[src/hdl/ssrg_pkg.sv]
`timescale 1ns / 1ps

package ssrg_pkg;

    // configuration register indexes
    localparam logic [1:0] CFG_MODE      = 2'd0;
    localparam logic [1:0] CFG_AMPLITUDE = 2'd1;
    localparam logic [1:0] CFG_DELAY     = 2'd2;
    localparam logic [1:0] CFG_RATE      = 2'd3;

    // waveform select
    localparam logic MODE_STEP = 1'b0;

    // fixed stage counts of the phase front end and the output scaler
    localparam int PH_STAGES = 6;
    localparam int SC_STAGES = 2;

    // cordic datapath widths
    localparam int XW = 33;
    localparam int ZW = 34;

    localparam logic signed [XW-1:0] CORDIC_X0  = 33'sd652032874;
    localparam logic signed [33:0]   TWO_PI_Q30 = 34'sd6746518852;

    localparam int ATAN_ENTRIES = 24;
    localparam logic [31:0] ATAN_Q30 [ATAN_ENTRIES] = '{
        32'd843314856, 32'd497837829, 32'd263043836, 32'd133525158,
        32'd67021686,  32'd33543515,  32'd16775850,  32'd8388437,
        32'd4194282,   32'd2097149,   32'd1048575,   32'd524287,
        32'd262143,    32'd131071,    32'd65535,     32'd32767,
        32'd16383,     32'd8191,      32'd4095,      32'd2047,
        32'd1023,      32'd511,       32'd255,       32'd127
    };

    typedef struct packed {
        logic               mode;
        logic signed [15:0] amplitude;
        logic [31:0]        step_delay_ms;
        logic [15:0]        angular_rate;
    } t_cfg;

    // round(2^pb / (2000*pi)) by restoring long division, elaboration only
    function automatic logic [63:0] phase_gain(input int pb);
        logic [63:0] rem;
        logic [63:0] quo;
        rem = 64'd1000000000000;
        quo = 64'd0;
        for (int i = 0; i < pb + 1; i++) begin
            rem = rem << 1;
            quo = quo << 1;
            if (rem >= 64'd6283185307179586) begin
                rem = rem - 64'd6283185307179586;
                quo = quo | 64'd1;
            end
        end
        return (quo + 64'd1) >> 1;
    endfunction

endpackage

[src/hdl/ssrg_scale.sv]
`timescale 1ns / 1ps

module ssrg_scale
    import ssrg_pkg::*;
(
    input  logic                 i_clk,
    input  logic [SC_STAGES-1:0] i_en,
    input  t_cfg                 i_cfg,
    input  logic signed [XW-1:0] i_y,
    input  logic                 i_on,
    output logic signed [15:0]   o_speed
);

    localparam int PW = XW + 16;

    logic signed [PW-1:0] r_p;
    logic                 r_on;
    logic signed [15:0]   r_speed;

    logic signed [PW-1:0] w_p;
    logic signed [PW-1:0] w_sum;
    logic signed [PW-31:0] w_q;
    logic signed [15:0]   w_sat;
    logic signed [15:0]   w_speed;

    assign w_p = PW'(i_y) * PW'(i_cfg.amplitude);

    // halves away from zero: negative values add one less before the floor shift
    assign w_sum = r_p + (r_p[PW-1] ? PW'(30'sd536870911) : PW'(31'sd536870912));
    assign w_q   = w_sum[PW-1:30];

    always_comb begin
        if (w_q > (PW-30)'(32767)) begin
            w_sat = 16'sd32767;
        end else if (w_q < -(PW-30)'(32768)) begin
            w_sat = -16'sd32768;
        end else begin
            w_sat = w_q[15:0];
        end
    end

    always_comb begin
        if (i_cfg.mode == MODE_STEP) begin
            w_speed = r_on ? i_cfg.amplitude : '0;
        end else begin
            w_speed = w_sat;
        end
    end

    always_ff @(posedge i_clk) begin
        if (i_en[0]) begin
            r_p  <= w_p;
            r_on <= i_on;
        end
        if (i_en[1]) begin
            r_speed <= w_speed;
        end
    end

    assign o_speed = r_speed;

endmodule

[config.mk]
export PLATFORM = sky130hd
export DESIGN_NAME = ssrg_scale
export DESIGN_NICKNAME = d
export VERILOG_FILES = /design/src/hdl/ssrg_pkg.sv /design/src/hdl/ssrg_scale.sv
export SDC_FILE = /design/constraint.sdc
export NUM_CORES = 2
export LEC_CHECK = 0
export CORE_MARGIN = 3
export CORE_UTILIZATION = 35
export CTS_CLUSTER_SIZE = 8
export DETAILED_ROUTE_END_ITERATION = 8
export DONT_BUFFER_PORTS = 1
export PLACE_DENSITY_LB_ADDON = 0.1
export SYNTH_ARGS = -nofsm -noshare
export SYNTH_HDL_FRONTEND = slang
export SYNTH_SLANG_ARGS = --single-unit
[constraint.sdc]
create_clock -name i_clk -period 14.2 [get_ports i_clk]
set_input_delay 0.71 -clock i_clk [delete_from_list [all_inputs] [get_ports i_clk]]
set_output_delay 0.71 -clock i_clk [all_outputs]
set_load 0.1 [all_outputs]
==> impl_results.md <==
* CTS max path bufs at 2
* Top FF cell, synth: edfxtp_1
* Initial antenna violation count at 4
* Final Critical Period at 6672 ps
* Port Buffer Count at 0
* Final period util at 46.98%
* Syn Inst Count at 2,326
* Post-Syn Nets at 3,073
* RSZ-0062 raised after global routing: false
* Number of synthesized register bits at 66
* Mapped cell area at 21,510 um2
* Commonest non-fill, non-tap cells in the layout: inv_1 (579), fa_1 (500), nand2_1 (325)
* Syn Area/Cell at 9.248 um2
* Root Buffer: clkbuf_16
* CP peak stage delay at 540 ps
* Library cells used by synthesis at 59
* Total negative slack at 0 ps
* Measured slew at the worst slew-check pin at 925.6 ps
* Clock Sinks at 66
* Most used cell, CP: fa_1
* Vias in the first global route at 16.81k
* Hold Vio Cnt, Final at 0
* Routed Antenna Nets at 0
* Critical path start-end classification: in -> reg
* Req. time, crit path at 14,270 ps
* Final Max Tran Viols at 0
* DP Wirelength at 44,380 um
* Post-synth EDFFs at 66
* Worst skew pair latency at 330 ps
* Critical path's slowest cell: fa_1
* DRT iter0 DRCs at 899
* Drt total wl at 59,480 um
* Clock skew at 4.676 ps
* Post-Place Cells at 3,012
* Top sig layer: met4
* Critical Path AT at 6740 ps
* Crit end category: flip-flop
* Core ar. at 60,580 um2
* Hold Path Class: in -> reg
* Crit start category: input port
* Top Ports at 118
* Yosys warning count at 0
* Final setup fails at 0
* Max FO, Critical Path at 16
* FP Rows at 90
* Layout cells sized above 1 at 1.114%
* Hold Buf Count CTS at 0
* Die area at 64,470 um2
* CTS buffer count at 9
* Largest net degree at the start of global routing at 51
* Metal2 WL at 30,660 um
* Leading cell type in the layout, fill and taps excluded: inv_1
* Post-CTS Resized at 0
* Clock-pin slew on the worst setup and hold paths at 50 ps
* Vias at 14.87k
* Chip Height at 253.9 um
* Status: finished clean
* Number of max-cap violations at 0
* Met3 WL at 1949 um
* Htree depth at 3
* Initial core utilization at 35.51%
* Tot GR Track Use at 19.46%
* Slew HR at 38.43%
* First-pass GRT wire length at 96,460 um
* Fmax achieved at 0.1499 GHz
* Grt ovf at 0
* Final Util at 36.97%
* Layout area overhead at 4.112%
* Post-synth ARST share at 0%
* Residual DRC at 0
* Placed cell area at 22,120 um2
* Post-route cell area at 22,400 um2
* NumNets Final at 2,988
* RD Place Congestion at 0.8198
* Critical-path cell list: inv_1, buf_4, nor2_1, fa_1, fa_1, fa_1, fa_1, fa_1, inv_1, fa_1, inv_1, ha_1, a21o_1, a21o_1, a221oi_1, o21ai_1, a21oi_2, a22oi_1, a221o_1, a311oi_2, xnor2_1
* Part of the Yosys area used for sequential elements at 9.213%
* Per-cell routed wire length at 19.64 um
* Vias/cell at 4.910
* Drt first pass iters at 7
* Routed met1 length at 25,920 um
* Postcts setup bufs at 0
* TritonCTS clock tree: yes
* Non-Filler Instances at 3,028
* Width of the die at 253.9 um
synthesized netlist by cell type, drive strengths merged, types with 2 or more instances:
cell type,number,area [um2]
and3,5,31.28
a221oi,5,43.79
nor3,11,55.05
a31oi,4,40.04
o21ai,27,135.1
clkbuf,92,345.3
xnor2,43,376.6
nand2b,17,106.4
nor4,4,31.28
and4,2,17.52
a211o,3,26.28
a32oi,3,33.79
fa,500,10010
a221o,2,20.02
buf,6,42.54
nand3,23,115.1
and2,204,1276
nand2,325,1220
a211oi,6,45.04
o22ai,3,18.77
xor2,23,201.4
ha,145,1814
or2,7,43.79
o211ai,7,52.55
nor2,46,172.7
a21o,37,277.8
nor2b,7,43.79
a2111oi,3,38.79
or3,4,25.02
o31ai,7,62.56
a311oi,3,32.53
o21bai,3,22.52
a21oi,80,404.1
inv,579,2173
o21a,5,37.54
nand4,10,62.56
edfxtp,66,1982
logic make-up (layout without fill, tap and decap cells):
logic type               count (synthesis)  in the layout  share of synthesized area (%)
AO/OA/AOI/OAI                          204            204                          6.241
XOR/XNOR                                66             66                          2.687
adder cells (fa/ha/maj)                645            645                          54.96
buffers and inverters                  677            596                          11.91
flip-flops                              66             66                          9.213
other                                    0              1                              0
AND/OR/NAND/NOR                        668            668                          14.99
registers in the layout, summed over array words and instances, names as in the netlist:
register / cells
r_on: 1
o_speed: 16
r_p: 49
layer usage:
metal | vias up | GRT usage [%]
met1 | 7832 | 25.63
li1 | 6728 | -
met4 | 0 | 3.686
met3 | 66 | 1.484
met2 | 242 | 35.34
met5 | - | 0
worst max-delay path: cells and delay by family:
family	cells	cell delay (ps)
AOI/OAI and AO/OA	8	1870
xor gates and xnor gates	1	90
adders and majority gates	7	3130
buffers and inverters	4	840
and+or+nand+nor	1	90
through the flow:
step | setup slack, ps | hold WS (ps)
after floorplan | 7616 | 673.1
after global placement | 7161 | 782.6
after detailed placement | 7200 | 776.7
after CTS | 7535 | 461.6
after global routing | 7289 | 463.8
final | 7528 | 476.7
final timing paths:
check / startpoint / endpoint / slack [ps] / cells past startpoint
max reg2reg: r_p[48]$_DFFE_PP_ / o_speed[8]$_DFFE_PP_ / 10320 / 11
min: i_on / r_on$_DFFE_PP_ / 480 / 0
min reg2reg: r_p[41]$_DFFE_PP_ / o_speed[11]$_DFFE_PP_ / 790 / 2
max: i_cfg[63] / r_p[45]$_DFFE_PP_ / 7530 / 21
area by class of cell:
class / instances / area [um2]
clock buffers: 11 / 232.7
clock inverters: 4 / 43.79
flip-flops and latches: 66 / 1982
multi-input cells: 1583 / 16970
diodes: 1 / 2.502
inverters: 579 / 2173
fillers: 6197 / 38190
well taps: 782 / 978.4
repair buffers: 2 / 15.01
Power is not shown: default switching activity piles up to over one toggle a cycle in this logic, so the estimate is an artifact.
