==> src/hdl/ssrg_pkg.sv <==
`timescale 1ns / 1ps

package ssrg_pkg;

    // configuration register indexes
    localparam logic [1:0] CFG_MODE      = 2'd0;
    localparam logic [1:0] CFG_AMPLITUDE = 2'd1;
    localparam logic [1:0] CFG_DELAY     = 2'd2;
    localparam logic [1:0] CFG_RATE      = 2'd3;

    // waveform select
    localparam logic MODE_STEP = 1'b0;

    // fixed stage counts of the phase front end and the output scaler
    localparam int PH_STAGES = 6;
    localparam int SC_STAGES = 2;

    // cordic datapath widths
    localparam int XW = 33;
    localparam int ZW = 34;

    localparam logic signed [XW-1:0] CORDIC_X0  = 33'sd652032874;
    localparam logic signed [33:0]   TWO_PI_Q30 = 34'sd6746518852;

    localparam int ATAN_ENTRIES = 24;
    localparam logic [31:0] ATAN_Q30 [ATAN_ENTRIES] = '{
        32'd843314856, 32'd497837829, 32'd263043836, 32'd133525158,
        32'd67021686,  32'd33543515,  32'd16775850,  32'd8388437,
        32'd4194282,   32'd2097149,   32'd1048575,   32'd524287,
        32'd262143,    32'd131071,    32'd65535,     32'd32767,
        32'd16383,     32'd8191,      32'd4095,      32'd2047,
        32'd1023,      32'd511,       32'd255,       32'd127
    };

    typedef struct packed {
        logic               mode;
        logic signed [15:0] amplitude;
        logic [31:0]        step_delay_ms;
        logic [15:0]        angular_rate;
    } t_cfg;

    // round(2^pb / (2000*pi)) by restoring long division, elaboration only
    function automatic logic [63:0] phase_gain(input int pb);
        logic [63:0] rem;
        logic [63:0] quo;
        rem = 64'd1000000000000;
        quo = 64'd0;
        for (int i = 0; i < pb + 1; i++) begin
            rem = rem << 1;
            quo = quo << 1;
            if (rem >= 64'd6283185307179586) begin
                rem = rem - 64'd6283185307179586;
                quo = quo | 64'd1;
            end
        end
        return (quo + 64'd1) >> 1;
    endfunction

endpackage

==> src/hdl/ssrg_cordic.sv <==
`timescale 1ns / 1ps

module ssrg_cordic
    import ssrg_pkg::*;
#(
    parameter int STAGES = 16
) (
    input  logic                 i_clk,
    input  logic [STAGES-1:0]    i_en,
    input  logic signed [31:0]   i_z,
    input  logic                 i_on,
    output logic signed [XW-1:0] o_y,
    output logic                 o_on
);

    logic signed [XW-1:0] r_x  [STAGES];
    logic signed [XW-1:0] r_y  [STAGES];
    logic signed [ZW-1:0] r_z  [STAGES];
    logic                 r_on [STAGES];

    generate
        for (genvar g = 0; g < STAGES; g++) begin : g_stage
            logic signed [XW-1:0] w_xi;
            logic signed [XW-1:0] w_yi;
            logic signed [ZW-1:0] w_zi;
            logic                 w_oi;
            logic signed [ZW-1:0] w_atan;

            if (g == 0) begin : g_first
                assign w_xi = CORDIC_X0;
                assign w_yi = '0;
                assign w_zi = ZW'(i_z);
                assign w_oi = i_on;
            end else begin : g_next
                assign w_xi = r_x[g-1];
                assign w_yi = r_y[g-1];
                assign w_zi = r_z[g-1];
                assign w_oi = r_on[g-1];
            end

            assign w_atan = $signed(ZW'(ATAN_Q30[g]));

            // rotate towards zero angle
            always_ff @(posedge i_clk) begin
                if (i_en[g]) begin
                    r_on[g] <= w_oi;
                    if (!w_zi[ZW-1]) begin
                        r_x[g] <= w_xi - (w_yi >>> g);
                        r_y[g] <= w_yi + (w_xi >>> g);
                        r_z[g] <= w_zi - w_atan;
                    end else begin
                        r_x[g] <= w_xi + (w_yi >>> g);
                        r_y[g] <= w_yi - (w_xi >>> g);
                        r_z[g] <= w_zi + w_atan;
                    end
                end
            end
        end
    endgenerate

    assign o_y  = r_y[STAGES-1];
    assign o_on = r_on[STAGES-1];

endmodule

==> config.mk <==
export PLATFORM = sky130hd
export DESIGN_NAME = ssrg_cordic
export DESIGN_NICKNAME = d
export VERILOG_FILES = /design/src/hdl/ssrg_pkg.sv /design/src/hdl/ssrg_cordic.sv
export SDC_FILE = /design/constraint.sdc
export NUM_CORES = 2
export LEC_CHECK = 0
export BUFFER_PORTS_ARGS = -buffer_cell sky130_fd_sc_hd__buf_2
export CAP_MARGIN = 10
export CORE_MARGIN = 1
export CORE_UTILIZATION = 40
export CTS_BUF_LIST = sky130_fd_sc_hd__clkbuf_8
export CTS_CLUSTER_DIAMETER = 200
export DETAILED_ROUTE_END_ITERATION = 12
export PLACE_DENSITY = 0.63
export SLEW_MARGIN = 10
export SYNTH_ARGS = -nofsm -noshare
export SYNTH_HDL_FRONTEND = slang
export SYNTH_SLANG_ARGS = --single-unit
==> constraint.sdc <==
create_clock -name i_clk -period 4.85 [get_ports i_clk]
set_clock_uncertainty 0.05 [all_clocks]
set_input_delay 0.485 -clock i_clk [delete_from_list [all_inputs] [get_ports i_clk]]
set_output_delay 0.485 -clock i_clk [all_outputs]
set_load 0.03 [all_outputs]
==> impl_metrics.tcl <==
set metrics [dict create \
    outcome "finished, final reports clean" \
    worst-setup-path-type "reg2reg" \
    cts.clk_slew.worst_paths_ps 60 \
    dr.first_iter.drc_count 4572 \
    antenna_found_initial 7 \
    cts_sinks 1410 \
    relSlewSlack 0.3434 \
    fill_cells 27930 \
    synth_top_family_by_area "compound AO/OA/AOI/OAI gates" \
    ys.warnings.count 0 \
    max_slew.worst_pin.slew_ps 985.0 \
    drc 0 \
    vias_per_cell 5.379 \
    dieArea_sq_um 297200 \
    vias 91820 \
    cp-end-kind "flip-flop" \
    drive_above_1_share 0.09479 \
    synthSimpleGateAreaFrac 0.1225 \
    ys_ff_latch 1410 \
    htreeDepth 5 \
    dp_hpwl_um 234200 \
    numCtsBuffers 270 \
    ys_seq_area_frac 0.3589 \
    grt_overflow 0 \
    clock_path_buffers 4 \
    grt_use_met2 0.3565 \
    synth_compound_area_frac 0.2067 \
    final_nets 14420 \
    grt_util_all_layers 0.1887 \
    fin_crit_ps 4708 \
    io_pins 84 \
    fin_util 0.4538 \
    hp-class "in2reg" \
    layout_commonest_cell "edfxtp_1" \
    grt_pass1_wl_um 463400 \
    synth_nets 13610 \
    synthFlopType "edfxtp_1" \
    root_buffer "clkbuf_8" \
    synth_fa_ha_area_frac 0.1532 \
    layout_common_cells "edfxtp_1, ha_1, a21oi_1, xnor2_1, nor2_1" \
    min_period_over_period 0.9706 \
    synthMuxAreaShare 0.008430 \
    syn_inst 12150 \
    ant_nets 0 \
    die_w_um 545.1 \
    synth_edf_count 1410 \
    drv_slew 0 \
    start_util 0.4019 \
    synth-xor-area-share 0.1299 \
    first_pass_iters 5 \
    cts_tree "built" \
    core_area_sq_um 293600 \
    critPathMaxFanout 6 \
    met3_usage 0.02009 \
    use_met1 0.2045 \
    setup_viol 0 \
    busiest_layer "met2" \
    worstSkewPairLatency_ps 1020 \
    area_growth_pct 12.90 \
    ys_types 92 \
    grt_pass1_vias 89470 \
    synth_area_per_cell_sq_um 9.714 \
    max_freq_mhz 212.4 \
    numPortBuffers 83 \
    wl_per_cell_um 17.00 \
    syn-cell-area_sq_um 118000 \
    final-hold-violation-count 0 \
    wirelength_um 290100 \
    grt_max_degree 79 \
    async_flop_share 0 \
    cap_violations 0 \
    worst_setup_path_start_kind "flip-flop" \
    gp_congestion 0.9570 \
    rows 199 \
    worst_ep_required_time_ps 5480 \
    die_y_um 545.1 \
    arrival_ps 5340 \
]
[routing by layer]
layer | share of wire | wire [um]
met1 | 0.40 | 116500
met2 | 0.51 | 148600
met3 | 0.030 | 8585
met4 | 0.057 | 16390
met5 | 0 | 0
[worst paths after layout]
| kind | end | from | slack [ps] | cells after the start |
|---|---|---|---|---|
| hold reg to reg | r_on[1][7]$_DFFE_PP_ | r_on[1][6]$_DFFE_PP_ | 360 | 0 |
| setup / recovery | r_x[0][229]$_DFFE_PP_ | r_y[0][181]$_DFFE_PP_ | 140 | 17 |
| setup reg to reg | r_x[0][229]$_DFFE_PP_ | r_y[0][181]$_DFFE_PP_ | 140 | 17 |
| hold / removal | r_x[1][73]$_DFFE_PP_ | i_en[10] | 100 | 2 |
[cell families (layout without fill, tap and decap cells)]
family          after synthesis  in the layout
compound gates             3833           3833
xor+xnor                   1748           1748
flops                      1410           1410
simple gates               3000           3000
buf+inv                     642           1641
other cells                   0              4
mux                          95             95
fa+ha+maj                  1418           1418
[metrics by stage]
step | std cells | worst slack (ps) | instance area [sq um] | setup TNS (ps) | hold slack, ps
2_1_floorplan | 12150 | 74.97 | 118000 | 0 | 350.3
4_1_cts | 17040 | 14.55 | 132400 | 0 | 9.543
3_3_place_gp | 16520 | -53.73 | 126900 | -154.5 | 352.8
5_1_grt | 17070 | -39.48 | 133200 | -118.0 | 63.95
6_report | 17070 | 142.4 | 133200 | 0 | 103.9
3_5_place_dp | 16520 | -53.43 | 126900 | -115.8 | 358.0
[layout make-up]
type | instances | area, sq um | share of cell area
Antenna cell | 4 | 10.01 | 0.00007514
Clock buffer | 275 | 3785 | 0.02841
Clock inverter | 189 | 1300 | 0.009759
Inverter | 487 | 1828 | 0.01372
Multi-Input combinational cell | 10090 | 73800 | 0.5540
Sequential cell | 1410 | 42340 | 0.3178
Tap cell | 3919 | 4903 | 0.03681
Timing Repair Buffer | 690 | 5239 | 0.03933
[registers in the layout, summed over array words and instances, names as in the netlist]
register  count
r_y         496
r_on         16
r_z         476
r_x         422
[critical path, stage by stage (launching register included)]
cell,delay [ps]
edfxtp_1,500
nor4_1,660
nor2b_2,370
a21oi_1,120
xor2_1,150
ha_1,370
a21o_1,200
a211o_1,310
a21oi_1,130
a21oi_1,70
and3_1,190
o221ai_1,320
o31ai_2,130
nor2b_1,200
buf_4,170
nor4_1,50
or3_1,310
and2_1,150
[cell usage after synthesis, types with 29 or more instances]
cell,count,area (sq um)
o21ai_0,597,2988
a221oi_1,29,254.0
xor2_1,589,5159
a31o_2,32,280.3
o21bai_1,168,1261
a211o_1,40,350.3
a21oi_1,1292,6466
and3_1,123,769.5
o41ai_1,37,324.1
or4_1,30,225.2
nor3_1,271,1356
nand2b_1,192,1201
o211ai_1,55,412.9
clkbuf_1,128,480.5
nor2_1,922,3461
ha_1,1374,17190
fa_1,44,880.8
nand2_1,681,2556
o21a_1,186,1396
nand4_1,73,456.7
o21ai_1,60,300.3
mux2_2,35,394.1
inv_1,479,1798
a21o_1,623,4677
o31ai_1,145,1089
nor3b_1,31,232.7
or2_2,42,262.8
edfxtp_1,1410,42340
nor2b_1,180,1126
a31oi_1,113,706.9
a21boi_0,37,277.8
mux2i_1,60,600.6
nor4_1,79,494.2
o31a_1,39,341.6
xnor2_1,1158,10140
and4_1,31,271.5
nand3_1,178,890.9
or3_1,69,431.7
and2_1,48,300.3
a211oi_1,126,945.9
[what timing repair did]
item / 4_1_cts / 5_1_grt
hold endpoints to repair: 163 / 0
resized for setup: 4 / 119
buffers inserted: 1 / 29
setup endpoints to repair: 8 / 87
hold buffers: 47 / 0
pin swaps: 1 / 23
Power is left out: the tool's default activity adds up to more than one toggle a clock period on the data nets, which glitch-free logic cannot reach.
