**src/hdl/ssrg_pkg.sv**
```systemverilog
`timescale 1ns / 1ps

package ssrg_pkg;

    // configuration register indexes
    localparam logic [1:0] CFG_MODE      = 2'd0;
    localparam logic [1:0] CFG_AMPLITUDE = 2'd1;
    localparam logic [1:0] CFG_DELAY     = 2'd2;
    localparam logic [1:0] CFG_RATE      = 2'd3;

    // waveform select
    localparam logic MODE_STEP = 1'b0;

    // fixed stage counts of the phase front end and the output scaler
    localparam int PH_STAGES = 6;
    localparam int SC_STAGES = 2;

    // cordic datapath widths
    localparam int XW = 33;
    localparam int ZW = 34;

    localparam logic signed [XW-1:0] CORDIC_X0  = 33'sd652032874;
    localparam logic signed [33:0]   TWO_PI_Q30 = 34'sd6746518852;

    localparam int ATAN_ENTRIES = 24;
    localparam logic [31:0] ATAN_Q30 [ATAN_ENTRIES] = '{
        32'd843314856, 32'd497837829, 32'd263043836, 32'd133525158,
        32'd67021686,  32'd33543515,  32'd16775850,  32'd8388437,
        32'd4194282,   32'd2097149,   32'd1048575,   32'd524287,
        32'd262143,    32'd131071,    32'd65535,     32'd32767,
        32'd16383,     32'd8191,      32'd4095,      32'd2047,
        32'd1023,      32'd511,       32'd255,       32'd127
    };

    typedef struct packed {
        logic               mode;
        logic signed [15:0] amplitude;
        logic [31:0]        step_delay_ms;
        logic [15:0]        angular_rate;
    } t_cfg;

    // round(2^pb / (2000*pi)) by restoring long division, elaboration only
    function automatic logic [63:0] phase_gain(input int pb);
        logic [63:0] rem;
        logic [63:0] quo;
        rem = 64'd1000000000000;
        quo = 64'd0;
        for (int i = 0; i < pb + 1; i++) begin
            rem = rem << 1;
            quo = quo << 1;
            if (rem >= 64'd6283185307179586) begin
                rem = rem - 64'd6283185307179586;
                quo = quo | 64'd1;
            end
        end
        return (quo + 64'd1) >> 1;
    endfunction

endpackage

```
**src/hdl/ssrg_phase.sv**
```systemverilog
`timescale 1ns / 1ps

module ssrg_phase
    import ssrg_pkg::*;
#(
    parameter int PHASE_BITS = 32
) (
    input  logic                 i_clk,
    input  logic [PH_STAGES-1:0] i_en,
    input  t_cfg                 i_cfg,
    input  logic [31:0]          i_elapsed_ms,
    output logic signed [31:0]   o_z,
    output logic                 o_on
);

    localparam logic [63:0] K_FULL = phase_gain(PHASE_BITS);
    localparam int KW  = $clog2(K_FULL + 64'd1);
    localparam logic [KW-1:0] K = KW'(K_FULL);
    localparam int HA  = (PHASE_BITS + 1) / 2;
    localparam int HB  = PHASE_BITS - HA;
    localparam int PLW = HA + KW;
    localparam int PHW = HB + KW;

    logic [PHASE_BITS-1:0]   r_p1;
    logic [PHASE_BITS-1:0]   r_pl;
    logic [PHASE_BITS-1:0]   r_ph;
    logic [31:0]             r_t32;
    logic signed [31:0]      r_tf;
    logic signed [65:0]      r_prod;
    logic signed [31:0]      r_z;
    logic [PH_STAGES-1:0]    r_on;

    logic [47:0]             w_p1;
    logic [PLW-1:0]          w_pl;
    logic [PHW-1:0]          w_ph;
    logic [PHASE_BITS-1:0]   w_phase;
    logic [31:0]             w_t32;
    logic signed [32:0]      w_ts;
    logic signed [32:0]      w_tf;
    logic signed [65:0]      w_prod;
    logic signed [65:0]      w_zsum;

    // time times rate, only the low phase bits survive the wrap
    assign w_p1 = 48'(i_elapsed_ms) * 48'(i_cfg.angular_rate);

    // gain multiply split into two partial products
    assign w_pl = PLW'(r_p1[HA-1:0]) * PLW'(K);
    assign w_ph = PHW'(r_p1[PHASE_BITS-1:HA]) * PHW'(K);

    assign w_phase = r_pl + (r_ph << HA);

    generate
        if (PHASE_BITS >= 32) begin : g_trunc
            assign w_t32 = w_phase[PHASE_BITS-1 -: 32];
        end else begin : g_fill
            assign w_t32 = {w_phase, {(32 - PHASE_BITS){1'b0}}};
        end
    endgenerate

    // fold into a quarter turn either side of zero
    assign w_ts = $signed({r_t32[31], r_t32});
    always_comb begin
        if (w_ts > 33'sd1073741824) begin
            w_tf = 33'sd2147483648 - w_ts;
        end else if (w_ts < -33'sd1073741824) begin
            w_tf = -33'sd2147483648 - w_ts;
        end else begin
            w_tf = w_ts;
        end
    end

    // turns to radians q30, rounded
    assign w_prod = 66'(r_tf) * 66'(TWO_PI_Q30);
    assign w_zsum = r_prod + 66'sd2147483648;

    always_ff @(posedge i_clk) begin
        if (i_en[0]) begin
            r_p1    <= w_p1[PHASE_BITS-1:0];
            r_on[0] <= (i_elapsed_ms >= i_cfg.step_delay_ms);
        end
        if (i_en[1]) begin
            r_pl    <= PHASE_BITS'(w_pl);
            r_ph    <= PHASE_BITS'(w_ph);
            r_on[1] <= r_on[0];
        end
        if (i_en[2]) begin
            r_t32   <= w_t32;
            r_on[2] <= r_on[1];
        end
        if (i_en[3]) begin
            r_tf    <= w_tf[31:0];
            r_on[3] <= r_on[2];
        end
        if (i_en[4]) begin
            r_prod  <= w_prod;
            r_on[4] <= r_on[3];
        end
        if (i_en[5]) begin
            r_z     <= w_zsum[63:32];
            r_on[5] <= r_on[4];
        end
    end

    assign o_z  = r_z;
    assign o_on = r_on[PH_STAGES-1];

endmodule

```
**config.mk**
```make
export PLATFORM = sky130hd
export DESIGN_NAME = ssrg_phase
export DESIGN_NICKNAME = d
export VERILOG_FILES = /design/src/hdl/ssrg_pkg.sv /design/src/hdl/ssrg_phase.sv
export SDC_FILE = /design/constraint.sdc
export NUM_CORES = 2
export LEC_CHECK = 0
export ABC_CLOCK_PERIOD_IN_PS = 8900
export BUFFER_PORTS_ARGS = -buffer_cell sky130_fd_sc_hd__buf_2
export CAP_MARGIN = 10
export CORE_MARGIN = 1
export CORE_UTILIZATION = 50
export DETAILED_ROUTE_END_ITERATION = 6
export PLACE_DENSITY = 0.69
export SLEW_MARGIN = 25
export SYNTH_ARGS = -nofsm -noshare
export SYNTH_HDL_FRONTEND = slang
export SYNTH_SLANG_ARGS = --single-unit
```
**constraint.sdc**
```tcl
create_clock -name i_clk -period 8.9 [get_ports i_clk]
set_input_delay 0.89 -clock i_clk [delete_from_list [all_inputs] [get_ports i_clk]]
set_output_delay 0.89 -clock i_clk [all_outputs]
set_load 0.02 [all_outputs]
```
==> impl_metrics.yaml <==
status:
  status: "finished, final reports clean"
final_layout:
  final_common_cell: "inv_1"
  syn_to_final_growth_pct: 6.121
  layout.nets: 6183
  fillCellCount: 7978
  drive_gt1_share_pct: 4.251
  antenna_cells: 0
  mostFrequentLayoutCells: "inv_1, fa_1, ha_1"
detailed_routing:
  drt_iter0_drc: 1264
  routed_wirelength_um: 94720
  routedWlPerCell_um: 16.50
  vias_per_cell: 5.041
  drtPass1Iterations: 5
  drc: 0
  via_count: 28930
  ant_nets: 0
cts:
  ctsRootBufferMaster: "clkbuf_16"
  cts_tree: "done"
  insertion_delay_ps: 570
  clkSlewWorstSetupHoldPaths_ps: 60
  htreeDepth: 1
  ctsHoldBuffers: 0
  post_cts_resized: 0
  clockBufferDepth: 3
  cts.sinks: 215
  cts_setup_buffers: 0
  cts_inserted_buffers: 26
setup_path:
  crit_path_max_fanout: 10
  rr_worst_depth: 25
  reg2reg_to: "r_prod[63]"
  cp_common_cell: "fa_1"
  worstSetupEndpointType: "flop"
  cp_num_buf_inv: 6
  start_kind: "flop"
  slowest_stage: "edfxtp_1"
  r2r_slack_ps: 650
  crit_required_ps: 9260
  crit_family: "adder cells"
  critPathMaxStageDelay_ps: 780
  crit_arrival_ps: 8610
  crit_cells: 25
  worstSetupPathType: "flop to flop"
  r2r-start: "r_tf[13]"
placed_design:
  pre_cts_slack_ps: 590.7
  dpl.hpwl_um: 80770
  port_buffers: 119
  gp_congestion: 0.9160
global_routing:
  grt_util_all_layers_pct: 21.95
  overflow: 0
  grt_pass1_wl_um: 159900
  grt_pass1_vias: 31680
  grt_max_degree: 50
  antenna_found_initial: 0
yosys:
  ys.flop_type: "edfxtp_1"
  synth_seq_cells: 215
  synth_area_um2: 45320
  synth_cells: 4448
  yosysWarnings: 0
  ys_seq_area_share_pct: 14.25
  ys_types: 66
  synth_fp_nets: 6082
  syn_avg_cell_area_um2: 10.19
  synth_edf_count: 215
  async_reset_ff_share_pct: 0
floorplan:
  num_rows: 110
  coreArea_um2: 89870
  start_util_pct: 50.43
  die_h_um: 303.1
  io_pins: 137
  die_x_um: 303.1
  die_area_um2: 91850
timing:
  rsz0062_at_grt: "false"
  fin_crit_sh_pct: 92.69
  fin_ws_ps: 650.2
  slew_violations: 0
  fmax_ghz: 0.1212
  finClkSkew_ps: 28.38
  tns_ps: 0
  fin_crit_ps: 8250
  hold_violations: 0
  slew_headroom_pct: 41.54
  setup_viol: 0
  worst_slew_pin_slew_ps: 871.0
hold_path:
  hold_end: "r_t32[0]"
  min_from: "r_pl[0]"
  min_path_type: "flop to flop"
  worstHoldPathCells: 0
job:
  drv_cap: 0
-- synthesized netlist by cell type (22+ instances only) --
library cell / number / share of area (%)
inv_1: 1327 / 11
fa_1: 863 / 38
ha_1: 667 / 18
nand2_1: 293 / 2.4
edfxtp_1: 215 / 14
xnor2_1: 201 / 3.9
and2_1: 187 / 2.6
a21oi_1: 99 / 1.1
a21o_1: 72 / 1.2
clkbuf_1: 65 / 0.54
nor2_1: 65 / 0.54
o21ai_0: 65 / 0.72
xor2_1: 59 / 1.1
nand3_1: 30 / 0.33
nand4_1: 25 / 0.35
nor2b_1: 22 / 0.30
-- layout make-up --
class,count,area (um^2),area share [%]
inverter,1327,4981,10.36
sequential,215,6456,13.42
tap,1176,1471,3.059
timing repair buffer,142,770.7,1.603
multi-input combinational,2837,33610,69.88
clock inverter,13,120.1,0.2498
clock buffer,30,686.9,1.428
-- state kept, by name, summed over array words and instances, names as in the netlist --
name	flops
r_prod	33
o_z	32
r_p1	32
r_pl	32
r_t32	32
r_tf	32
r_ph	16
r_on	6
-- worst max path at each step --
stage | from | endpoint | slack, ps
finish | r_tf[13] | r_prod[63] | 650
global route | r_tf[13] | r_prod[63] | 200
CTS | r_tf[14] | r_prod[63] | 590
detailed placement | r_tf[13] | r_prod[63] | 590
global placement | r_tf[13] | r_prod[63] | 660
floorplan | r_tf[31] | r_prod[63] | 280
-- metrics by stage --
step	std cells	instance area [um^2]	util (%)	hold WS (ps)
after floorplan	4448	45320	-	400.3
after global placement	5697	47280	52.61	400.9
after detailed placement	5697	47280	52.61	404.5
after CTS	5740	48090	53.51	414.6
after global routing	5740	48090	53.51	415.5
final	5740	48090	53.51	414.8
-- kinds of logic (layout without fill, tap and decap cells) --
| group | Yosys count | in the layout | synth area share, % |
|---|---|---|---|
| flops | 215 | 215 | 14.25 |
| compound gates | 340 | 340 | 4.843 |
| mux | 2 | 2 | 0.04693 |
| simple gates | 705 | 705 | 7.705 |
| fa+ha+maj | 1530 | 1530 | 56.54 |
| xor+xnor | 260 | 260 | 5.025 |
| buf+inv | 1396 | 1512 | 11.60 |
-- layer usage --
layer	track usage, %	vias to the layer above	routed length (um)	share of wire (%)
met4	4.594	0	1896	2.0
met5	0	-	0	0
met2	39.87	553	47920	51
met3	2.220	117	3776	4.0
li1	-	13700	-	-
met1	28.23	14570	41130	43
Power is left out: the tool's default activity adds up to more than one toggle a clock period on the data nets, which glitch-free logic cannot reach.
