==> config.mk <==
export PLATFORM = sky130hd
export DESIGN_NAME = ssrg_pipe_ctrl
export DESIGN_NICKNAME = d
export VERILOG_FILES = /design/src/hdl/ssrg_pipe_ctrl.sv
export SDC_FILE = /design/constraint.sdc
export NUM_CORES = 1
export LEC_CHECK = 0
export BUFFER_PORTS_ARGS = -buffer_cell sky130_fd_sc_hd__buf_4
export CAP_MARGIN = 10
export CORE_AREA = 2 2 53 55
export CTS_BUF_LIST = sky130_fd_sc_hd__clkbuf_8
export CTS_CLUSTER_SIZE = 10
export DETAILED_ROUTE_END_ITERATION = 8
export DIE_AREA = 0 0 55 57
export PLACE_DENSITY = 0.8
export SLEW_MARGIN = 5
export SYNTH_ARGS = -nofsm -noshare
export SYNTH_HDL_FRONTEND = slang
export SYNTH_SLANG_ARGS = --single-unit
==> constraint.sdc <==
create_clock -name i_clk -period 3.2 [get_ports i_clk]
set_clock_uncertainty 0.1 [all_clocks]
set_input_delay 0.16 -clock i_clk [delete_from_list [all_inputs] [get_ports i_clk]]
set_output_delay 0.16 -clock i_clk [all_outputs]
set_load 0.01 [all_outputs]
==> src/hdl/ssrg_pipe_ctrl.sv <==
`timescale 1ns / 1ps

module ssrg_pipe_ctrl #(
    parameter int DEPTH = 24
) (
    input  logic             i_clk,
    input  logic             i_rst_n,
    input  logic             i_in_valid,
    input  logic             i_out_ready,
    output logic             o_in_ready,
    output logic             o_out_valid,
    output logic [DEPTH-1:0] o_en
);

    logic [DEPTH-1:0] r_v;
    logic [DEPTH-1:0] n_v;
    logic [DEPTH-1:0] w_en;

    // a stage moves when the output drains or a bubble sits at or after it
    always_comb begin
        for (int k = 0; k < DEPTH; k++) begin
            w_en[k] = i_out_ready || ((~r_v >> k) != '0);
        end
    end

    always_comb begin
        n_v = r_v;
        if (w_en[0]) begin
            n_v[0] = i_in_valid;
        end
        for (int k = 1; k < DEPTH; k++) begin
            if (w_en[k]) begin
                n_v[k] = r_v[k-1];
            end
        end
    end

    always_ff @(posedge i_clk) begin
        if (!i_rst_n) begin
            r_v <= '0;
        end else begin
            r_v <= n_v;
        end
    end

    assign o_en        = w_en;
    assign o_in_ready  = w_en[0];
    assign o_out_valid = r_v[DEPTH-1];

endmodule

==> results of run 1 <==
## report_power, final
group | internal, mW | total (mW) | leakage [nW] | switching (mW)
Sequential | 0.300 | 0.302 | 0.194 | 0.00151
Clock | 0.0839 | 0.170 | 0.0216 | 0.0863
Combinational | 0.00415 | 0.0124 | 0.254 | 0.00826
## cell usage in the layout (no fill, tap or decap), drive strengths merged
| cell type | instances |
|---|---|
| buf | 29 |
| nand2 | 24 |
| dfxtp | 24 |
| nand3 | 13 |
| nand4 | 11 |
| o21ai | 8 |
| nor2 | 6 |
| inv | 6 |
| and3 | 6 |
| o31ai | 6 |
| o21a | 3 |
| a21oi | 3 |
| clkbuf | 3 |
| and2 | 2 |
| or2 | 2 |
| a31oi | 2 |
| nor4 | 2 |
| nor2b | 1 |
| or3 | 1 |
| nand3b | 1 |
| and4 | 1 |
| nand4b | 1 |
| or4 | 1 |
| o21bai | 1 |
| clkinv | 1 |
## critical path, stage by stage, from the launching register on
cell,delay [ns]
sky130_fd_sc_hd__dfxtp_1,0.43
sky130_fd_sc_hd__nand4_1,0.22
sky130_fd_sc_hd__nor4_2,0.93
sky130_fd_sc_hd__nand4_1,0.22
sky130_fd_sc_hd__buf_4,0.21
## worst max-delay path by stage
stage	to	slack [ns]	from
floorplan	o_en[12]	1.38	r_v[23]
global placement	o_in_ready	1.08	r_v[15]
detailed placement	o_in_ready	0.97	r_v[15]
CTS	o_in_ready	0.68	r_v[15]
global route	o_en[0]	0.42	r_v[15]
finish	o_in_ready	0.66	r_v[15]
## logic make-up after synthesis
kind of cell,count (synthesis),share of synthesized area
flip-flops,24,0.433
AO/OA/AOI/OAI,23,0.138
AND/OR/NAND/NOR,72,0.360
buffers and inverters,17,0.0699
## final cells by class
type / instances / area share
inverters: 7 / 0.0194
well taps: 31 / 0.0286
flip-flops and latches: 24 / 0.354
clock buffers: 3 / 0.0304
repair buffers: 29 / 0.161
multi-input cells: 95 / 0.407
## per-layer routing
layer	track usage	vias up	routed length, um
met5	0	-	0
met4	0.0767	0	14
met3	0.0236	2	121
met2	0.259	28	1120
met1	0.202	471	1130
li1	-	524	-
## through the flow
stage | util | cell area, um^2 | cells | setup WS [ns] | hold slack (ns)
floorplan | - | 1110 | 136 | 1.38 | 0.169
global placement | 0.503 | 1320 | 186 | 1.08 | 0.257
detailed placement | 0.503 | 1320 | 186 | 0.975 | 0.274
CTS | 0.519 | 1360 | 189 | 0.680 | 0.00481
global route | 0.519 | 1360 | 189 | 0.419 | 0.0236
finish | 0.519 | 1360 | 189 | 0.657 | 0.0119
==> impl_metrics.csv, run 1 <==
group,metric,value,unit
sta,post-route-period-util,0.795,
yosys,synth.area.top_cells,"sky130_fd_sc_hd__dfxtp_1 (43%), sky130_fd_sc_hd__nand2_1 (8.1%), sky130_fd_sc_hd__nand4_1 (6.2%), sky130_fd_sc_hd__nand3_1 (5.4%), sky130_fd_sc_hd__o21ai_0 (3.6%)",
clock_tree,ctsRootBufferMaster,"sky130_fd_sc_hd__clkbuf_8",
route,postRouteAntennaNets,0,
clock_tree,post_cts_buffers,0,
clock_tree,clock_tree.htree_level_count,1,
clock_tree,clock_sinks,24,
route,via_per_inst,5.42,
yosys,syn-num-nets,140,
yosys,synth-async-reset-ratio,0,
cells_and_area,fillCellCount,268,
sta,post-route-min-period,2.54,ns
sta,slew-limit-headroom,0.305,
route,detailedRoute.firstIterationViolations,10,
route,drt-total-wl,2390,um
sta,setup_repair_after_global_routing_missed_its_margin,"false",
yosys,synth-edff-count,0,
yosys,post_synthesis_cell_type_with_the_largest_combined_area,"sky130_fd_sc_hd__dfxtp_1",
yosys,synth_seq_cells,24,
yosys,syn-cell-area,1110,um^2
yosys,synthesis.instances,136,
clock_tree,cts_hold_repair.buffers,0,
route,drc,0,
floorplan,fp.dieW,55,um
worst_setup_path,timing.critical_path.required,2.94,ns
grt,grt_first_pass_wirelength,3770,um
sta,maxClockFrequency,393,MHz
grt,pin_count_of_the_biggest_net_entering_global_routing,29,
hold_path,min-delay-start,"i_in_valid",
worst_setup_path,critical_path.reg2reg.endpoint,"r_v[11]",
worst_setup_path,critical_path_peak_fanout,13,
yosys,synthFlopType,"sky130_fd_sc_hd__dfxtp_1",
clock_tree,clock_latency,0.26,ns
yosys,synth.top_cells.by_count,"sky130_fd_sc_hd__dfxtp_1 (24), sky130_fd_sc_hd__nand2_1 (24), sky130_fd_sc_hd__nand3_1 (12)",
floorplan,chipHeight,57,um
worst_setup_path,rr_startpoint,"r_v[15]",
place,finalWeightedCongestion,0.823,
clock_tree,cts_resized,0,
floorplan,floorplan.io_pins,30,
cells_and_area,post_layout_net_count,164,
grt,first_global_vias,918,
yosys,synth_top_cell_area_share,0.433,
cells_and_area,regArea,480,um^2
cells_and_area,top_register,"r_v",
power,cellPowerDensity,357,nW/um^2
power,power.leakage,0.469,nW
route,post_drt_wl_per_cell,12.6,um
place,placed_wire_length_estimate,1760,um
yosys,yosys_warnings,0,
job,drv.max_cap_violation_count,0,
worst_setup_path,path_class,"reg2out",
clock_tree,tritoncts,"done",
worst_setup_path,regToRegSetupSlack,1.29,ns
grt,antenna_found_initial,0,
sta,fin_setup_tns,0,ns
yosys,avgSynthCellArea,8.16,um^2
yosys,synth_cell_types,32,
status,outcome,"completed",
hold_path,hold_class,"in2reg",
hold_path,min_to,"r_v[0]",
yosys,synth-seq-area-share,0.433,
route,route.vias.total,1025,
power,vdd_ir_drop_max,326,uV
clock_tree,cts_made_buffers,3,
sta,worst_pin_slew,1.03,ns
cells_and_area,drive_gt1_frac,0.272,
floorplan,die_area,3140,um^2
sta,max_slew_violation_total_from_the_final_report,0,
worst_setup_path,critPathArrivalTime,2.28,ns
floorplan,coreArea,2620,um^2
sta,final_hold_vio_count,0,
power,design_power_total,0.484,mW
floorplan,placementRows,19,
floorplan,initial_core_util,0.424,
cells_and_area,largest_register_ff_count,24,
cells_and_area,antennaDiodeCount,0,
clock_tree,cts.reportedPaths.clkPinSlew,0.08,ns
route,detailedRoute.firstPassIterationCount,6,
cells_and_area,layout_top_registers,"r_v x24",
worst_setup_path,reg2reg_depth,3,
clock_tree,cts_max_path_buffers,2,
grt,globalRouteTotalUtil,0.159,
place,portBuffers,29,
cells_and_area,syn2layout_area_growth,22.2,%
worst_setup_path,cp-start-kind,"flip-flop",
grt,grt_overflow_total,0,
cells_and_area,footprint_of_the_multi_input_gates,552,um^2
sta,report.final.setup_viol,0,
worst_setup_path,critical_path.endpoint_type,"output port",
hold_path,whs_path_depth,3,
No activity file was read; power rests on OpenSTA's default activity.
==> run 2, diff against run 1 <==
Settings changed: PLACE_DENSITY 0.8 to 0.83.
Clock period 3.2 ns to 2.08 ns, I/O delays scaled along.
==> impl_metrics.csv, run 2 (synthesized netlist as in run 1, its figures left out) <==
group,metric,value,unit
status,outcome,"completed",
power,cellPowerDensity,533,nW/um^2
sta,post-route-period-util,0.954,
sta,max_slew_violation_total_from_the_final_report,0,
cells_and_area,syn2layout_area_growth,26.6,%
grt,globalRouteTotalUtil,0.172,
floorplan,chipHeight,57,um
route,detailedRoute.firstIterationViolations,22,
clock_tree,clock_sinks,24,
clock_tree,ctsRootBufferMaster,"sky130_fd_sc_hd__clkbuf_8",
sta,fin_setup_tns,0,ns
power,p_switching,0.151,mW
power,seqPwrFrac,0.619,
floorplan,die_area,3140,um^2
worst_setup_path,path_class,"reg2out",
floorplan,fp.dieW,55,um
power,design_power_total,0.750,mW
cells_and_area,final_common_cell,"sky130_fd_sc_hd__buf_4",
clock_tree,cts_made_buffers,3,
clock_tree,cts.reportedPaths.clkPinSlew,0.08,ns
sta,report.final.setup_viol,0,
cells_and_area,layout_top_registers,"r_v x24",
route,via_per_inst,5.57,
clock_tree,tritoncts,"done",
place,placed_wire_length_estimate,1820,um
route,postRouteAntennaNets,0,
cells_and_area,antennaDiodeCount,0,
power,power.combinational.fraction,0.028,
floorplan,initial_core_util,0.424,
floorplan,coreArea,2620,um^2
cells_and_area,layout_common_cells,"sky130_fd_sc_hd__buf_4 (33), sky130_fd_sc_hd__nand2_1 (24), sky130_fd_sc_hd__dfxtp_1 (23)",
route,post_drt_wl_per_cell,13.3,um
worst_setup_path,critical_path_peak_fanout,6,
sta,post-route-min-period,1.98,ns
job,drv.max_cap_violation_count,0,
hold_path,hold_class,"in2reg",
sta,worst_pin_slew,0.481,ns
place,finalWeightedCongestion,0.775,
sta,final_hold_vio_count,0,
clock_tree,cts_max_path_buffers,2,
route,detailedRoute.firstPassIterationCount,4,
place,placement.cell_area,1330,um^2
power,clock_power_share,0.353,
floorplan,floorplan.io_pins,30,
sta,slew-limit-headroom,0.679,
worst_setup_path,timing.critical_path.required,1.88,ns
place,post-place-ws,0.270,ns
place,portBuffers,29,
cells_and_area,drive_gt1_frac,0.313,
power,switching_portion_of_total_power,0.201,
cells_and_area,largest_register_ff_count,24,
worst_setup_path,cp-start-kind,"flip-flop",
route,route.vias.total,1080,
worst_setup_path,critical_path.endpoint_type,"output port",
route,drt-total-wl,2570,um
sta,maxClockFrequency,504,MHz
power,power_report.internal_total,0.599,mW
cells_and_area,post_layout_net_count,169,
grt,pin_count_of_the_biggest_net_entering_global_routing,29,
grt,first_global_vias,975,
floorplan,placementRows,19,
sta,final_worst_setup_slack,0.0965,ns
worst_setup_path,critPathArrivalTime,1.78,ns
cells_and_area,fillCellCount,259,
route,drc,0,
grt,grt_overflow_total,0,
power,power.leakage,0.495,nW
clock_tree,clock_tree.htree_level_count,1,
power,vdd_ir_drop_max,471,uV
clock_tree,clock_latency,0.26,ns
cells_and_area,layout.cell_area.non_filler,1410,um^2
cells_and_area,top_register,"r_v",
grt,antenna_found_initial,0,
grt,grt_first_pass_wirelength,4040,um
-- run 2: cell count changes in the layout (fill, tap and decap cells not counted), sizes merged --
cell,previous run,this run
dlygate4sd3,0,1
buf,29,33
-- run 2: repair_timing --
item	4_1_cts	5_1_grt
setup endpoints to repair	2	6
hold buffers	1	0
resized for setup	1	3
pin swaps	0	2
setup buffers	0	2
hold endpoints to repair	1	0
-- run 2: metrics by stage --
stage | cells | util | hold slack [ns]
floorplan | 136 | - | 0.113
global placement | 188 | 0.509 | 0.206
detailed placement | 188 | 0.509 | 0.210
CTS | 192 | 0.529 | 0.109
global route | 194 | 0.537 | 0.134
finish | 194 | 0.537 | 0.117
-- run 2: worst paths after layout --
kind           start       end  slack [ns]  depth (start not counted)
max          r_v[19]  o_en[12]         0.1                          5
min          i_rst_n   r_v[20]        0.12                          2
max reg2reg  r_v[14]    r_v[4]        0.39                          3
min reg2reg   r_v[5]    r_v[6]        0.36                          2
-- run 2: layout make-up --
class                           count  area (um^2)  share of cell area
Sequential cell                    24          482               0.343
Tap cell                           31         38.8              0.0276
Multi-Input combinational cell     95          559               0.398
Timing Repair Buffer               34          258               0.183
Inverter                            7         26.3              0.0187
Clock buffer                        3         41.3              0.0294
-- run 2: power by group through the flow --
stage          logic (mW)  clock network [mW]  registers (mW)
2_1_floorplan      0.0126                   0           0.474
3_3_place_gp       0.0188                   0           0.475
3_5_place_dp       0.0194                   0           0.475
4_1_cts            0.0210               0.273           0.464
5_1_grt            0.0234               0.286           0.464
6_report           0.0211               0.264           0.464
-- run 2: critical path: stages (launching register included) --
cell and delay (ns):
sky130_fd_sc_hd__dfxtp_1 0.43, sky130_fd_sc_hd__nand3_2 0.16, sky130_fd_sc_hd__nor4_4 0.37, sky130_fd_sc_hd__inv_2 0.12, sky130_fd_sc_hd__or2_2 0.30, sky130_fd_sc_hd__buf_4 0.14
-- run 2: per-layer routing --
metal,share of wire,track usage,wire (um)
met5,0,0,0
met4,0.015,0.0836,38
met3,0.050,0.0288,128
met2,0.48,0.293,1240
met1,0.45,0.202,1160
==> run 3, diff against run 2 <==
Settings changed: CTS_BUF_LIST sky130_fd_sc_hd__clkbuf_8 to unset.
==> impl_metrics.csv, run 3 (synthesized netlist as in run 1, its figures left out) <==
group,metric,value,unit
status,outcome,"completed",
worst_setup_path,cp_num_cells,5,
sta,max_slew_violation_total_from_the_final_report,0,
grt,pin_count_of_the_biggest_net_entering_global_routing,29,
route,post_drt_wl_per_cell,13.3,um
clock_tree,cts_max_path_buffers,2,
grt,grt_first_pass_wirelength,4030,um
worst_setup_path,critical_path.endpoint_type,"output port",
floorplan,die_area,3140,um^2
worst_setup_path,critical_path.n_buffers_inverters,2,
place,portBuffers,29,
worst_setup_path,reg2reg_depth,3,
power,vdd_ir_drop_max,361,uV
grt,first_global_vias,976,
place,placed_wire_length_estimate,1820,um
floorplan,placementRows,19,
worst_setup_path,critical_path_peak_fanout,6,
clock_tree,clock_sinks,24,
sta,maxClockFrequency,500,MHz
place,finalWeightedCongestion,0.775,
sta,final_hold_vio_count,0,
cells_and_area,final_core_util,0.534,
grt,antenna_found_initial,0,
clock_tree,cts_made_buffers,3,
route,drt-total-wl,2580,um
worst_setup_path,critical_path.cell_chain,"nand3_2 -> nor4_4 -> inv_2 -> or2_2 -> buf_4",
cells_and_area,layout_top_registers,"r_v x24",
sta,post-route-min-period,2.00,ns
floorplan,fp.dieW,55,um
cells_and_area,final-instance-count-excl-fill,195,
grt,globalRouteTotalUtil,0.169,
hold_path,whs_path_depth,2,
cells_and_area,syn2layout_area_growth,25.9,%
cells_and_area,post_layout_net_count,170,
floorplan,chipHeight,57,um
cells_and_area,antennaDiodeCount,0,
worst_setup_path,critical-path-slowest-cell,"sky130_fd_sc_hd__dfxtp_1",
worst_setup_path,cp-start-kind,"flip-flop",
cells_and_area,final_common_cell,"sky130_fd_sc_hd__buf_4",
sta,slew-limit-headroom,0.677,
sta,post-route-period-util,0.961,
clock_tree,cts.reportedPaths.clkPinSlew,0.13,ns
clock_tree,ctsRootBufferMaster,"sky130_fd_sc_hd__clkbuf_4",
power,cellPowerDensity,488,nW/um^2
grt,busiest_layer,"met2",
grt,grt_overflow_total,0,
cells_and_area,top_register,"r_v",
floorplan,coreArea,2620,um^2
route,drc,0,
floorplan,floorplan.io_pins,30,
route,via_per_inst,5.55,
cells_and_area,layout_common_cells,"sky130_fd_sc_hd__buf_4 (34), sky130_fd_sc_hd__nand2_1 (24), sky130_fd_sc_hd__dfxtp_1 (20)",
clock_tree,clock_tree.htree_level_count,1,
floorplan,initial_core_util,0.424,
worst_setup_path,timing.critical_path.slowest_cell_delay,0.42,ns
hold_path,hold_class,"in2reg",
grt,grt_use_met3,0.0288,
clock_tree,clock_latency,0.30,ns
grt,grt.met1_usage,0.204,
clock_tree,tritoncts,"done",
worst_setup_path,critPathTopFamily,"simple AND/OR/NAND/NOR gates",
cells_and_area,largest_register_ff_count,24,
worst_setup_path,path_class,"reg2out",
route,detailedRoute.firstPassIterationCount,4,
power,power.leakage,0.493,nW
grt,grt_util_met2,0.291,
route,postRouteAntennaNets,0,
worst_setup_path,critPathArrivalTime,1.79,ns
sta,report.final.setup_viol,0,
worst_setup_path,timing.critical_path.required,1.88,ns
job,drv.max_cap_violation_count,0,
cells_and_area,drive_gt1_frac,0.335,
route,detailedRoute.firstIterationViolations,32,
route,route.vias.total,1083,
sta,worst_pin_slew,0.485,ns
place,numPlacedInstances,188,
## run 3: cell count changes in the layout (fill, tap and decap cells not counted), sizes merged
| cell | before | now |
|---|---|---|
| buf | 33 | 34 |
## run 3: metal layers
layer  share of wire  wire (um)
met5               0          0
met4          0.0031          8
met3           0.046        119
met2            0.50       1300
met1            0.45       1150
## run 3: report_power, final
group          leakage, nW  switching [mW]  internal, mW
registers            0.196         0.00213         0.463
logic                0.283          0.0136       0.00763
clock network       0.0138           0.128        0.0675
total                0.493           0.144         0.538
## run 3: what timing repair did
action / in CTS / in global routing
hold buffers: 1 / 0
setup buffers: 0 / 3
gates resized for setup: 2 / 5
pin swaps: 0 / 2
setup endpoints to repair: 2 / 14
endpoints found under the hold margin: 1 / 0
## run 3: final timing paths
kind	from	endpoint	slack, ns
worst max-delay path	r_v[17]	o_en[12]	0.08
worst min-delay path	i_rst_n	r_v[16]	0.07
worst max register to register	r_v[15]	r_v[4]	0.42
worst min register to register	r_v[5]	r_v[6]	0.37
## run 3: area by class of cell
cell class	count	area, um^2
Fill cell	259	1220
Sequential cell	24	485
Multi-Input combinational cell	95	559
Clock buffer	3	22.5
Tap cell	31	38.8
Inverter	7	26.3
Timing Repair Buffer	35	265
## run 3: through the flow
step	TNS [ns]	cell area [um^2]	worst slack (ns)	power, mW	hold WS, ns
CTS	0	1370	0.00709	0.686	0.0556
floorplan	0	1110	0.316	0.487	0.113
finish	0	1400	0.0816	0.682	0.0672
detailed placement	0	1330	0.270	0.494	0.210
global route	-0.00469	1400	-0.00469	0.702	0.0778
global placement	0	1330	0.343	0.494	0.206
